### src/design/bba_pkg.sv
// ----------------------------------------------------------------------------
// bba_pkg
// Shared types and constants for the bitmap block allocator.
// ----------------------------------------------------------------------------
package bba_pkg;

    localparam int BIDX_W   = 16;
    localparam int WIDX_W   = 10;
    localparam int CFG_IDX_W = 1;

    localparam logic [2:0] OP_INIT  = 3'd0;
    localparam logic [2:0] OP_ALLOC = 3'd1;
    localparam logic [2:0] OP_FREE  = 3'd2;
    localparam logic [2:0] OP_MARK  = 3'd3;
    localparam logic [2:0] OP_QUERY = 3'd4;

    localparam logic [CFG_IDX_W-1:0] CFG_FIRST_DATA  = 1'b0;
    localparam logic [CFG_IDX_W-1:0] CFG_TOTAL_COUNT = 1'b1;

    localparam logic [BIDX_W-1:0] TOTAL_RESET = 16'd4096;

    typedef struct packed {
        logic [2:0]        opcode;
        logic [BIDX_W-1:0] block_index;
    } t_in_item;

    typedef struct packed {
        logic              status;
        logic [BIDX_W-1:0] allocated_block;
        logic              bit_used;
        logic [BIDX_W-1:0] free_count;
    } t_out_item;

    typedef enum logic [2:0] {
        ST_CLEAR,
        ST_IDLE,
        ST_DISPATCH,
        ST_SWEEP,
        ST_SCAN,
        ST_RMW,
        ST_DONE
    } t_state;

    typedef struct packed {
        logic load_in;
        logic init_start;
        logic sweep_step;
        logic scan_start;
        logic scan_step;
        logic rmw_read;
        logic rmw_write;
        logic set_fail;
        logic set_used_oor;
        logic out_load;
    } t_cmd;

    typedef struct packed {
        logic [2:0] op;
        logic       in_range;
        logic       alloc_empty;
        logic       sweep_last;
        logic       scan_hit;
        logic       scan_end;
    } t_sts;

endpackage

### src/design/bba_ctrl.sv
// ----------------------------------------------------------------------------
// bba_ctrl
// Sequencer for the allocator: map clearing after reset, operation dispatch,
// word scan and read-modify-write, and the output item register valid.
// ----------------------------------------------------------------------------
module bba_ctrl (
    input  logic          i_clk,
    input  logic          i_rst_n,
    input  logic          i_in_valid,
    output logic          o_in_ready,
    input  logic          i_out_ready,
    output logic          o_out_valid,
    output bba_pkg::t_cmd o_cmd,
    input  bba_pkg::t_sts i_sts
);

    bba_pkg::t_state r_state;
    bba_pkg::t_state n_state;
    logic            r_out_valid;
    logic            out_free;

    assign out_free    = !r_out_valid || i_out_ready;
    assign o_out_valid = r_out_valid;
    assign o_in_ready  = (r_state == bba_pkg::ST_IDLE);

    always_ff @(posedge i_clk) begin
        if (!i_rst_n) begin
            r_state     <= bba_pkg::ST_CLEAR;
            r_out_valid <= 1'b0;
        end else begin
            r_state <= n_state;
            if (o_cmd.out_load) begin
                r_out_valid <= 1'b1;
            end else if (i_out_ready) begin
                r_out_valid <= 1'b0;
            end
        end
    end

    always_comb begin
        n_state = r_state;
        o_cmd   = '0;
        case (r_state)
            bba_pkg::ST_CLEAR: begin
                o_cmd.sweep_step = 1'b1;
                if (i_sts.sweep_last) begin
                    n_state = bba_pkg::ST_IDLE;
                end
            end
            bba_pkg::ST_IDLE: begin
                if (i_in_valid) begin
                    o_cmd.load_in = 1'b1;
                    n_state       = bba_pkg::ST_DISPATCH;
                end
            end
            bba_pkg::ST_DISPATCH: begin
                case (i_sts.op)
                    bba_pkg::OP_INIT: begin
                        o_cmd.init_start = 1'b1;
                        n_state          = bba_pkg::ST_SWEEP;
                    end
                    bba_pkg::OP_ALLOC: begin
                        if (i_sts.alloc_empty) begin
                            o_cmd.set_fail = 1'b1;
                            n_state        = bba_pkg::ST_DONE;
                        end else begin
                            o_cmd.scan_start = 1'b1;
                            n_state          = bba_pkg::ST_SCAN;
                        end
                    end
                    bba_pkg::OP_FREE, bba_pkg::OP_MARK, bba_pkg::OP_QUERY: begin
                        if (i_sts.in_range) begin
                            o_cmd.rmw_read = 1'b1;
                            n_state        = bba_pkg::ST_RMW;
                        end else begin
                            o_cmd.set_used_oor = (i_sts.op == bba_pkg::OP_QUERY);
                            n_state            = bba_pkg::ST_DONE;
                        end
                    end
                    default: begin
                        n_state = bba_pkg::ST_DONE;
                    end
                endcase
            end
            bba_pkg::ST_SWEEP: begin
                o_cmd.sweep_step = 1'b1;
                if (i_sts.sweep_last) begin
                    n_state = bba_pkg::ST_DONE;
                end
            end
            bba_pkg::ST_SCAN: begin
                o_cmd.scan_step = 1'b1;
                if (i_sts.scan_hit) begin
                    n_state = bba_pkg::ST_DONE;
                end else if (i_sts.scan_end) begin
                    o_cmd.set_fail = 1'b1;
                    n_state        = bba_pkg::ST_DONE;
                end
            end
            bba_pkg::ST_RMW: begin
                o_cmd.rmw_write = 1'b1;
                n_state         = bba_pkg::ST_DONE;
            end
            bba_pkg::ST_DONE: begin
                if (out_free) begin
                    o_cmd.out_load = 1'b1;
                    n_state        = bba_pkg::ST_IDLE;
                end
            end
            default: begin
                n_state = bba_pkg::ST_IDLE;
            end
        endcase
    end

    a_load_when_free: assert property (@(posedge i_clk) disable iff (!i_rst_n)
        o_cmd.out_load |-> (!r_out_valid || i_out_ready))
        else $error("output register overwritten while full");

    a_hit_end_excl: assert property (@(posedge i_clk) disable iff (!i_rst_n)
        (r_state == bba_pkg::ST_SCAN) |-> !(i_sts.scan_hit && i_sts.scan_end))
        else $error("scan reports hit and end together");

    a_dispatch_moves: assert property (@(posedge i_clk) disable iff (!i_rst_n)
        (r_state == bba_pkg::ST_DISPATCH) |=> (r_state != bba_pkg::ST_IDLE))
        else $error("item dropped without a result");

    a_stall_holds: assert property (@(posedge i_clk) disable iff (!i_rst_n)
        (r_out_valid && !i_out_ready) |=> r_out_valid)
        else $error("pending result lost under stall");

endmodule

### config.mk
export PLATFORM = sky130hd
export DESIGN_NAME = bba_ctrl
export DESIGN_NICKNAME = d
export VERILOG_FILES = /design/src/design/bba_pkg.sv /design/src/design/bba_ctrl.sv
export SDC_FILE = /design/constraint.sdc
export NUM_CORES = 1
export LEC_CHECK = 0
export BUFFER_PORTS_ARGS = -buffer_cell sky130_fd_sc_hd__buf_2
export CAP_MARGIN = 10
export CORE_MARGIN = 10
export CORE_UTILIZATION = 33
export CTS_CLUSTER_DIAMETER = 100
export DETAILED_ROUTE_END_ITERATION = 8
export GPL_TIMING_DRIVEN = 1
export PLACE_DENSITY = 0.7
export SYNTH_ARGS = -nofsm -noshare
export SYNTH_HDL_FRONTEND = slang
export SYNTH_SLANG_ARGS = --single-unit
### constraint.sdc
create_clock -name i_clk -period 1.85 [get_ports i_clk]
set_clock_uncertainty 0.05 [all_clocks]
set_input_delay 0.2775 -clock i_clk [delete_from_list [all_inputs] [get_ports i_clk]]
set_output_delay 0.2775 -clock i_clk [all_outputs]
set_load 0.02 [all_outputs]
# Yosys cells after proc, flatten, opt, wreduce, memory -nomap -nowiden
# Index checks and enable logic that the tools add are counted.
# Widths: inputs -> output; s select.
word_totals:
  ff_bits: 4
  input_bits: 12
  wordCells: 60
op_classes:
  n_eq_ne: 15
  muxes: 35
  reduce_logical: 8
op_table:
  columns: ["operator", "n"]
  rows:
  - ["$mux 1", 24]
  - ["$pmux 3 s7", 1]
  - ["$mux 3", 6]
  - ["$eq 3x2->1 const B", 4]
  - ["$eq 3x3->1 const B", 4]
  - ["$pmux 3 s3", 1]
  - ["$ne 2x2->1 const B", 4]
  - ["$eq 3x1->1 const B", 2]
  - ["$logic_not 3->1", 2]
  - ["$reduce_and 5->1", 1]
  - ["$mux 2", 2]
  - ["$ne 3x3->1 const B", 1]
  - ["$reduce_or 3->1", 1]
  - ["$pmux 1 s2", 1]
  - ["$reduce_bool 2->1", 1]
  - ["$reduce_or 2->1", 1]
  - ["$logic_not 1->1", 1]
  - ["$logic_or 1x1->1", 1]

# Logic depth before layout (Yosys ltp)
# Gate-level depths: netlist of the first run.
logic_depth:
  ltp_word: 5
  ltp_mapped: 5
  mapped_depth_nobuf: 4

# Worst setup path after synthesis of the first run
# No wires, ideal clock.
synth_timing:
  path_type: "register to output"
  start: "register r_state[0]"
  end: "output port o_cmd[9] (netlist name)"
  t_arrival_ns: 1.317
  t_required_ns: 1.522
  setup_slack_ns: 0.205
  path_stages_with_launch: 5
  n_path_buf: 1
  path_cell_list: "dfxtp_1 buf_2 and2b_4 nor2b_1 and2_1"
synth_rtl:
  columns: ["element", "line", "source"]
  rows:
  - ["start, declared", "bba_ctrl.sv:17", "bba_pkg::t_state r_state;"]
  - ["start signal, assigned", "bba_ctrl.sv:28", "r_state <= bba_pkg::ST_CLEAR;"]
  - ["start signal, assigned", "bba_ctrl.sv:31", "r_state <= n_state;"]
  - ["end, declared", "bba_ctrl.sv:13", "output bba_pkg::t_cmd o_cmd,"]

==> results of run 1 <==
power breakdown:
part / switching (mW) / total [mW] / internal [mW]
Combinational: 0.258 / 0.454 / 0.196
Sequential: 0.0518 / 0.170 / 0.119
Clock: 0.0331 / 0.105 / 0.0723
final timing paths:
kind | from | endpoint | slack (ns)
hold / removal | i_rst_n | r_state[2] | 0.28
setup / recovery | r_state[2] | o_cmd[2] | 0.14
hold reg to reg | o_out_valid | o_out_valid | 0.49
setup reg to reg | r_state[0] | r_state[0] | 0.50
per-stage QoR:
stage	cells	util (%)
6_report	99	46.3
5_1_grt	99	46.3
4_1_cts	99	46.0
3_5_place_dp	96	44.2
3_3_place_gp	96	44.2
2_1_floorplan	59	-
layout make-up:
cell class	instances	area, um2
timing repair buffer	24	123
inverter	3	11.3
fill	138	691
clock buffer	3	22.5
tap	15	18.8
multi-input combinational	50	338
sequential	4	81.3
registers in the layout (all words and copies together) (netlist names):
signal,cells
o_out_valid,1
r_state,3
cells by family after synthesis:
kind of cell | count (synthesis)
and+or+nand+nor | 32
xor gates and xnor gates | 1
buffers and inverters | 5
DFF | 4
AOI/OAI and AO/OA | 15
muxes | 2
cell usage after synthesis:
cell / number / area share [%]
nor2_1: 11 / 9.4
a21oi_1: 4 / 4.6
dfxtp_1: 4 / 18
nand2b_1: 4 / 5.7
inv_1: 3 / 2.6
nor2b_1: 3 / 4.3
nor3_1: 3 / 3.4
a32o_1: 2 / 4.6
and2_1: 2 / 2.8
mux2i_1: 2 / 4.6
nand2_1: 2 / 1.7
o21ai_1: 2 / 2.3
a211oi_1: 1 / 1.7
a21boi_0: 1 / 1.7
a221oi_1: 1 / 2.0
a2bb2oi_1: 1 / 2.0
and2b_4: 1 / 2.3
and3_1: 1 / 1.4
and3b_2: 1 / 2.3
buf_2: 1 / 1.1
buf_4: 1 / 1.7
nand3b_1: 1 / 1.7
nor2_2: 1 / 1.4
nor4_2: 1 / 2.8
nor4_4: 1 / 4.8
o21ai_0: 1 / 1.1
o31a_1: 1 / 2.0
o41ai_2: 1 / 3.7
xor2_1: 1 / 2.0
metal layers:
metal | track usage [%] | routed length [um] | up-vias
met5 | 0 | 0 | -
met1 | 9.93 | 620 | 210
li1 | - | - | 263
met3 | 4.27 | 88 | 4
met4 | 3.09 | 18 | 0
met2 | 10.5 | 486 | 20
worst max-delay path, cell delays in order, from the launching register on:
cell and delay (ns):
dfxtp_1 0.36, nand2b_2 0.25, nor4_2 0.19, a32o_1 0.20
buf_2 0.16
==> impl_metrics.tcl, run 1 <==
set metrics [dict create \
    final_cell_mix "23 x buf_2, 11 x nor2_1, 4 x a21oi_1" \
    cap_violations 0 \
    required_ns 1.52 \
    clock-sinks 4 \
    die_area_um2 3190 \
    ctsResizeCount 0 \
    endpoint_kind "primary output" \
    hold_violations 0 \
    grt_setup_unrepaired "false" \
    insertion_delay_ns 0.23 \
    syn_avg_cell_area_um2 7.44 \
    grt_pass1_wl_um 2150 \
    synth_top_family_by_area "simple AND/OR/NAND/NOR gates" \
    peakVddDrop_mv 0.408 \
    portBuffers 23 \
    synth_cell_types 29 \
    root_buffer "clkbuf_4" \
    place_area_um2 568 \
    drc 0 \
    ys_ff_latch 4 \
    routedWlPerCell_um 12.3 \
    worst_slew_pin_slew_ns 0.305 \
    worstPathMaxFanout 8 \
    cts_buffers 3 \
    setup_slack_ns 0.141 \
    post-cts-setup-buffers 0 \
    grt_overflow_total 0 \
    core_area_um2 1280 \
    arrival_ns 1.38 \
    synth_mux_area_share_pct 4.56 \
    wirelength_um 1210 \
    outcome "finished, final reports clean" \
    p_leak_nw 0.295 \
    rr_worst_depth 4 \
    dp_slack_ns 0.313 \
    grt.total_usage_pct 7.83 \
    fp.dieH_um 56.5 \
    viasPerCell 5.02 \
    power.density_nw_per_um2 1230 \
    dp_hpwl_um 968 \
    cts_hold_buf 0 \
    tns_ns 0 \
    p_total_mw 0.730 \
    yosysSeqAreaShare_pct 18.2 \
    layout.nets 98 \
    ant_nets 0 \
    synthesis.nets 71 \
    whs_ns 0.281 \
    fp-row-count 13 \
    fmax_mhz 585 \
    netlist_area_um2 439 \
    whs_path_depth 2 \
    clk_transition_reported_paths_ns 0.03 \
    synthXorXnorAreaFrac_pct 1.99 \
    layout-area-overhead-vs-synth_pct 35.3 \
    first_global_vias 502 \
    dieWidth_um 56.5 \
    slew_headroom_pct 79.4 \
    slew_violations 0 \
    pin_count 24 \
    final_area_um2 594 \
    finalSetupViolCount 0 \
    synth-compound-area-share_pct 25.6 \
    final_common_cell "buf_2" \
    yosys.area_share.adder_pct 0 \
    fin_crit_sh_pct 92.4 \
    routabilityCongestion 0.768 \
    dr_total_vias 497 \
    drive_gt1_share_pct 41.7 \
    synth_cells 59 \
    yosysWarnings 0 \
    antenna_found_initial 0 \
    grt_max_degree 13 \
    initial_utilization_pct 34.2 \
    hp-class "in -> reg" \
    cts_tree "yes" \
    cts_max_path_buffers 2 \
    cp-start-kind "register" \
    diodes 0 \
    htreeDepth 1 \
    path_class "reg -> out" \
    drt_iter0_drc 13 \
    drt_pass1_iterations 4 \
    layout_min_cycle_time_ns 1.71 \
    synthSimpleGateAreaFrac_pct 44.2 \
]
No activity file was read; power rests on OpenSTA's default activity.
==> run 2: changes to the inputs <==
--- a/config.mk
+++ b/config.mk
@@ -5,14 +5,15 @@
 export SDC_FILE = /design/constraint.sdc
 export NUM_CORES = 1
 export LEC_CHECK = 0
+export ABC_AREA = 1
 export BUFFER_PORTS_ARGS = -buffer_cell sky130_fd_sc_hd__buf_2
 export CAP_MARGIN = 10
-export CORE_MARGIN = 10
-export CORE_UTILIZATION = 33
+export CORE_AREA = 10 10 47 49
 export CTS_CLUSTER_DIAMETER = 100
 export DETAILED_ROUTE_END_ITERATION = 8
+export DIE_AREA = 0 0 57 59
 export GPL_TIMING_DRIVEN = 1
-export PLACE_DENSITY = 0.7
+export PLACE_DENSITY = 0.66
 export SYNTH_ARGS = -nofsm -noshare
 export SYNTH_HDL_FRONTEND = slang
 export SYNTH_SLANG_ARGS = --single-unit
==> run 2 against run 1 <==
Net effect: largest power group unchanged; worst setup slack improved by 0.061 ns; via count increased by 5.0%; clock power about the same; non-clock buffer count decreased by 1; sequential cell count unchanged; highest routed layer is now met3; area after synthesis decreased by 13%.
==> impl_metrics.tcl, run 2 <==
set metrics [dict create \
    outcome "finished, final reports clean" \
    ys_top_cells_by_count "18 x nand2_1, 15 x nor2_1, 11 x inv_1, 6 x nand3_1, 5 x inv_2" \
    grt_overflow_total 0 \
    grt_max_degree 7 \
    arrival_ns 1.32 \
    drive_gt1_share_pct 35.0 \
    cts_tree "yes" \
    path_class "reg -> out" \
    r2r-end "r_state[0]" \
    final_common_cell "buf_2" \
    synth_cells 74 \
    switching_power_mw 0.361 \
    layout.cells.non_filler 116 \
    ys_ff_latch 4 \
    layout-area-overhead-vs-synth_pct 42.3 \
    pin_count 24 \
    dr_total_vias 522 \
    root_buffer "clkbuf_4" \
    endpoint_kind "primary output" \
    cts_max_path_buffers 2 \
    die_area_um2 3360 \
    yosysTopAreaCellShare_pct 20.8 \
    routabilityCongestion 0.760 \
    insertion_delay_ns 0.23 \
    ys.flop_type "dfxtp_1" \
    rr_worst_depth 9 \
    grt_setup_unrepaired "false" \
    min_to "r_state[0]" \
    yosysTopAreaCell "dfxtp_1" \
    final_cell_mix "23 x buf_2, 18 x nand2_1, 15 x nor2_1" \
    required_ns 1.52 \
    drt_pass1_iterations 2 \
    place_area_um2 519 \
    fmax_mhz 607 \
    grt.total_usage_pct 6.71 \
    ys_async_sr_fraction_pct 0 \
    cts_buffers 3 \
    synth_edf_count 0 \
    ant_nets 0 \
    pwr-share-comb_pct 61.5 \
    antenna_found_initial 0 \
    wirelength_um 1160 \
    reg2reg_slack_ns 0.52 \
    dp_cells 113 \
    grt_pass1_wl_um 1870 \
    finalSetupViolCount 0 \
    viasPerCell 4.50 \
    cap_violations 0 \
    synthesis.nets 86 \
    initial_utilization_pct 27.4 \
    p_int_mw 0.334 \
    slew_headroom_pct 78.2 \
    yosysSeqAreaShare_pct 20.8 \
    worstPathMaxFanout 6 \
    first_global_vias 478 \
    cp-start-kind "register" \
    r2r_start "r_state[0]" \
    routedWlPerCell_um 10.0 \
    yosysWarnings 0 \
    largest_reg_flops 3 \
    final_area_um2 547 \
    fp.dieH_um 59 \
    p_leak_nw 0.326 \
    pwr-share-clk_pct 15.5 \
    post-cts-setup-buffers 0 \
    layout.nets 114 \
    tns_ns 0 \
    yosysMostFrequentCell "nand2_1" \
    synth_cell_types 14 \
    dp_hpwl_um 1010 \
    syn_avg_cell_area_um2 5.19 \
    dieWidth_um 57 \
    layout_min_cycle_time_ns 1.65 \
    whs_path_depth 3 \
    core_area_um2 1400 \
    worstHoldStart "i_rst_n" \
    clk_transition_reported_paths_ns 0.04 \
    hold_violations 0 \
    diodes 0 \
    sw_frac_of_total_pct 51.9 \
    clock-sinks 4 \
    portBuffers 23 \
    ys_top_cells_by_area "dfxtp_1 21%, nand2_1 18%, nor2_1 15%" \
    power.density_nw_per_um2 1270 \
    slew_violations 0 \
    hp-class "in -> reg" \
    netlist_area_um2 384 \
    fp-row-count 14 \
    peakVddDrop_mv 0.634 \
    drc 0 \
    drt_iter0_drc 5 \
    fin_crit_sh_pct 89.0 \
    seqPwrFrac_pct 23.1 \
    regMostFlops "r_state" \
    worst_slew_pin_slew_ns 0.324 \
    htreeDepth 1 \
]
-- run 2: cell count changes in the layout (fill, tap and decap cells not counted), sizes merged, moves of 3 or more --
cell,change
nand3,+7
inv,+13
nor2b,-3
nor2,+3
nand2b,-4
nand2,+17
-- run 2: repair_timing --
action                                  CTS  global route
gates resized for setup                   0             1
endpoints found under the setup margin    0             1
hold buffers                              0             0
-- run 2: metal layers --
layer	track usage [%]	part of all wire, %	up-vias
li1	-	-	284
met1	6.08	40	230
met2	12.2	54	8
met3	2.15	5.3	0
met4	5.03	0	0
met5	0	0	-
-- run 2: worst max-delay path, cell delays in order (launching register included) --
cell and delay, ns:
dfxtp_1 0.44, inv_2 0.09, nand3_2 0.13, inv_1 0.07
a32o_1 0.21, buf_2 0.15
-- run 2: kinds of logic after synthesis --
family,count (synthesis),synth area share (%)
flops,4,20.8
buf+inv,16,15.6
simple gates,43,46.9
compound gates,11,16.6
-- run 2: how the worst max path moves through the flow --
stage | startpoint | end | slack (ns) | depth (start not counted)
floorplan | r_state[2] | o_cmd[2] | 0.34 | 3
global route | r_state[0] | o_cmd[2] | 0.11 | 5
CTS | r_state[0] | o_cmd[2] | 0.10 | 5
finish | r_state[0] | o_cmd[2] | 0.20 | 5
global placement | r_state[0] | o_cmd[2] | 0.42 | 5
detailed placement | r_state[0] | o_cmd[2] | 0.36 | 5
-- run 2: power by group through the flow --
stage                     combinational (mW)  clock (mW)  sequential, mW
after floorplan                        0.316           0           0.152
after global placement                 0.425           0           0.156
after detailed placement               0.427           0           0.158
after CTS                              0.429       0.115           0.157
after global routing                   0.491       0.121           0.165
final                                  0.427       0.107           0.160
-- run 2: cell type report --
class                   count  area [um2]
repair buffers             23         115
inverters                  16        60.1
multi-input cells          54         249
flip-flops and latches      4        80.1
well taps                  16        20.0
clock buffers               3        22.5
fillers                   172         855
-- run 2: stage by stage --
stage | power (mW) | hold WS, ns | utilization, % | worst slack [ns]
after global placement | 0.580 | 0.448 | 37.1 | 0.419
after global routing | 0.777 | 0.254 | 39.0 | 0.111
final | 0.694 | 0.242 | 39.0 | 0.203
after CTS | 0.700 | 0.238 | 38.7 | 0.103
after floorplan | 0.468 | 0.366 | - | 0.345
after detailed placement | 0.585 | 0.457 | 37.1 | 0.363
==> run 3: changes to the inputs <==
--- a/config.mk
+++ b/config.mk
@@ -6,7 +6,7 @@
 export NUM_CORES = 1
 export LEC_CHECK = 0
 export ABC_AREA = 1
-export BUFFER_PORTS_ARGS = -buffer_cell sky130_fd_sc_hd__buf_2
+export BUFFER_PORTS_ARGS = -buffer_cell sky130_fd_sc_hd__buf_4
 export CAP_MARGIN = 10
 export CORE_AREA = 10 10 47 49
 export CTS_CLUSTER_DIAMETER = 100
==> run 3 against run 2 <==
Net effect: maximum frequency is 5.1% lower; final cell count stayed put; non-clock buffer count stayed put; via count is 1.9% lower; design area is 9.6% higher; critical path type unchanged.
==> impl_metrics.tcl, run 3 (same netlist as run 2, synthesis figures left out) <==
set metrics [dict create \
    reg2reg_slack_ns 0.51 \
    slew_violations 0 \
    cts_buffers 3 \
    initial_utilization_pct 27.4 \
    final_area_um2 599 \
    layout_min_cycle_time_ns 1.74 \
    arrival_ns 1.41 \
    diodes 0 \
    insertion_delay_ns 0.23 \
    whs_path_depth 3 \
    clk_transition_reported_paths_ns 0.04 \
    viasPerCell 4.41 \
    min_to "r_state[0]" \
    wirelength_um 1190 \
    peakVddDrop_mv 0.661 \
    clock-sinks 4 \
    fp.dieH_um 59 \
    worstHoldStart "i_rst_n" \
    final_common_cell "buf_4" \
    required_ns 1.52 \
    core_area_um2 1400 \
    dp_hpwl_um 1040 \
    grt.total_usage_pct 7.14 \
    seqPwrFrac_pct 21.9 \
    grt_pass1_wl_um 2010 \
    largest_reg_flops 3 \
    fp-row-count 14 \
    endpoint_kind "primary output" \
    cts_tree "yes" \
    routedWlPerCell_um 10.2 \
    antenna_found_initial 0 \
    portBuffers 23 \
    r2r_start "r_state[0]" \
    post-cts-setup-buffers 0 \
    root_buffer "clkbuf_4" \
    regMostFlops "r_state" \
    place_area_um2 577 \
    ctsResizeCount 0 \
    dr_total_vias 512 \
    grt_setup_unrepaired "false" \
    ant_nets 0 \
    cts_hold_buf 0 \
    p_leak_nw 0.335 \
    dieWidth_um 57 \
    routabilityCongestion 0.807 \
    grt_overflow_total 0 \
    hp-class "in -> reg" \
    drive_gt1_share_pct 34.0 \
    fmax_mhz 576 \
    cp-start-kind "register" \
    drt_iter0_drc 17 \
    fin_crit_sh_pct 93.8 \
    drc 0 \
    final_cell_mix "23 x buf_4, 18 x nand2_1, 15 x nor2_1" \
    hold_violations 0 \
    layout.nets 114 \
    die_area_um2 3360 \
    first_global_vias 485 \
    worst_slew_pin_slew_ns 0.295 \
    pwr-share-comb_pct 63.7 \
    switching_power_mw 0.358 \
    path_class "reg -> out" \
    cts_max_path_buffers 2 \
    rr_worst_depth 7 \
    outcome "finished, final reports clean" \
    layout-area-overhead-vs-synth_pct 56.0 \
    pwr-share-clk_pct 14.4 \
    drt_pass1_iterations 4 \
    slew_headroom_pct 80.1 \
    r2r-end "r_state[0]" \
    finalSetupViolCount 0 \
    sw_frac_of_total_pct 49.4 \
    pin_count 24 \
    htreeDepth 1 \
    worstPathMaxFanout 6 \
    tns_ns 0 \
    grt_max_degree 7 \
    power.density_nw_per_um2 1210 \
    p_int_mw 0.366 \
    cap_violations 0 \
]
[run 3: changes by cell type in the layout (fill, tap and decap cells not counted)]
cell / previous run / this run
buf_2: 23 / 0
buf_4: 0 / 23
nand3_1: 5 / 6
nand3_2: 2 / 1
[run 3: final cells by class]
| class | count | area [um2] |
|---|---|---|
| clock buffers | 3 | 22.5 |
| fillers | 166 | 802 |
| inverters | 16 | 60.1 |
| multi-input cells | 54 | 244 |
| flip-flops and latches | 4 | 80.1 |
| well taps | 16 | 20.0 |
| repair buffers | 23 | 173 |
[run 3: how the worst max path moves through the flow]
stage	from	end	slack (ns)
after floorplan	r_state[2]	o_cmd[2]	0.34
after global routing	r_state[0]	o_cmd[2]	0.01
after global placement	r_state[0]	o_cmd[2]	0.42
after CTS	r_state[0]	o_cmd[2]	0.11
final	r_state[0]	o_cmd[2]	0.11
after detailed placement	r_state[0]	o_cmd[2]	0.36
[run 3: worst max-delay path: stages, from the launching register on]
cell and delay, ns:
dfxtp_1 0.45, inv_2 0.08, nand3_1 0.20, inv_1 0.08
a32o_1 0.21, buf_4 0.15
[run 3: through the flow]
| stage | std cells | utilization (%) | total power, mW | setup WS [ns] | hold slack, ns |
|---|---|---|---|---|---|
| 2_1_floorplan | 74 | - | 0.468 | 0.345 | 0.366 |
| 3_3_place_gp | 113 | 41.2 | 0.621 | 0.417 | 0.451 |
| 3_5_place_dp | 113 | 41.2 | 0.625 | 0.361 | 0.479 |
| 4_1_cts | 116 | 42.8 | 0.736 | 0.106 | 0.237 |
| 5_1_grt | 116 | 42.8 | 0.812 | 0.00983 | 0.259 |
| 6_report | 116 | 42.8 | 0.724 | 0.115 | 0.239 |
[run 3: power groups by stage]
stage,Sequential (mW),Clock (mW),Combinational [mW]
2_1_floorplan,0.152,0,0.316
3_3_place_gp,0.157,0,0.464
3_5_place_dp,0.158,0,0.467
4_1_cts,0.157,0.112,0.467
5_1_grt,0.164,0.121,0.527
6_report,0.158,0.104,0.461
[run 3: per-layer routing]
| layer | wire length (um) | part of all wire, % | vias up | global-route usage, % |
|---|---|---|---|---|
| met1 | 473 | 40 | 214 | 8.00 |
| met3 | 75 | 6.3 | 0 | 1.93 |
| met2 | 639 | 54 | 16 | 11.5 |
| met4 | 0 | 0 | 0 | 5.03 |
| li1 | - | - | 282 | - |
| met5 | 0 | 0 | - | 0 |
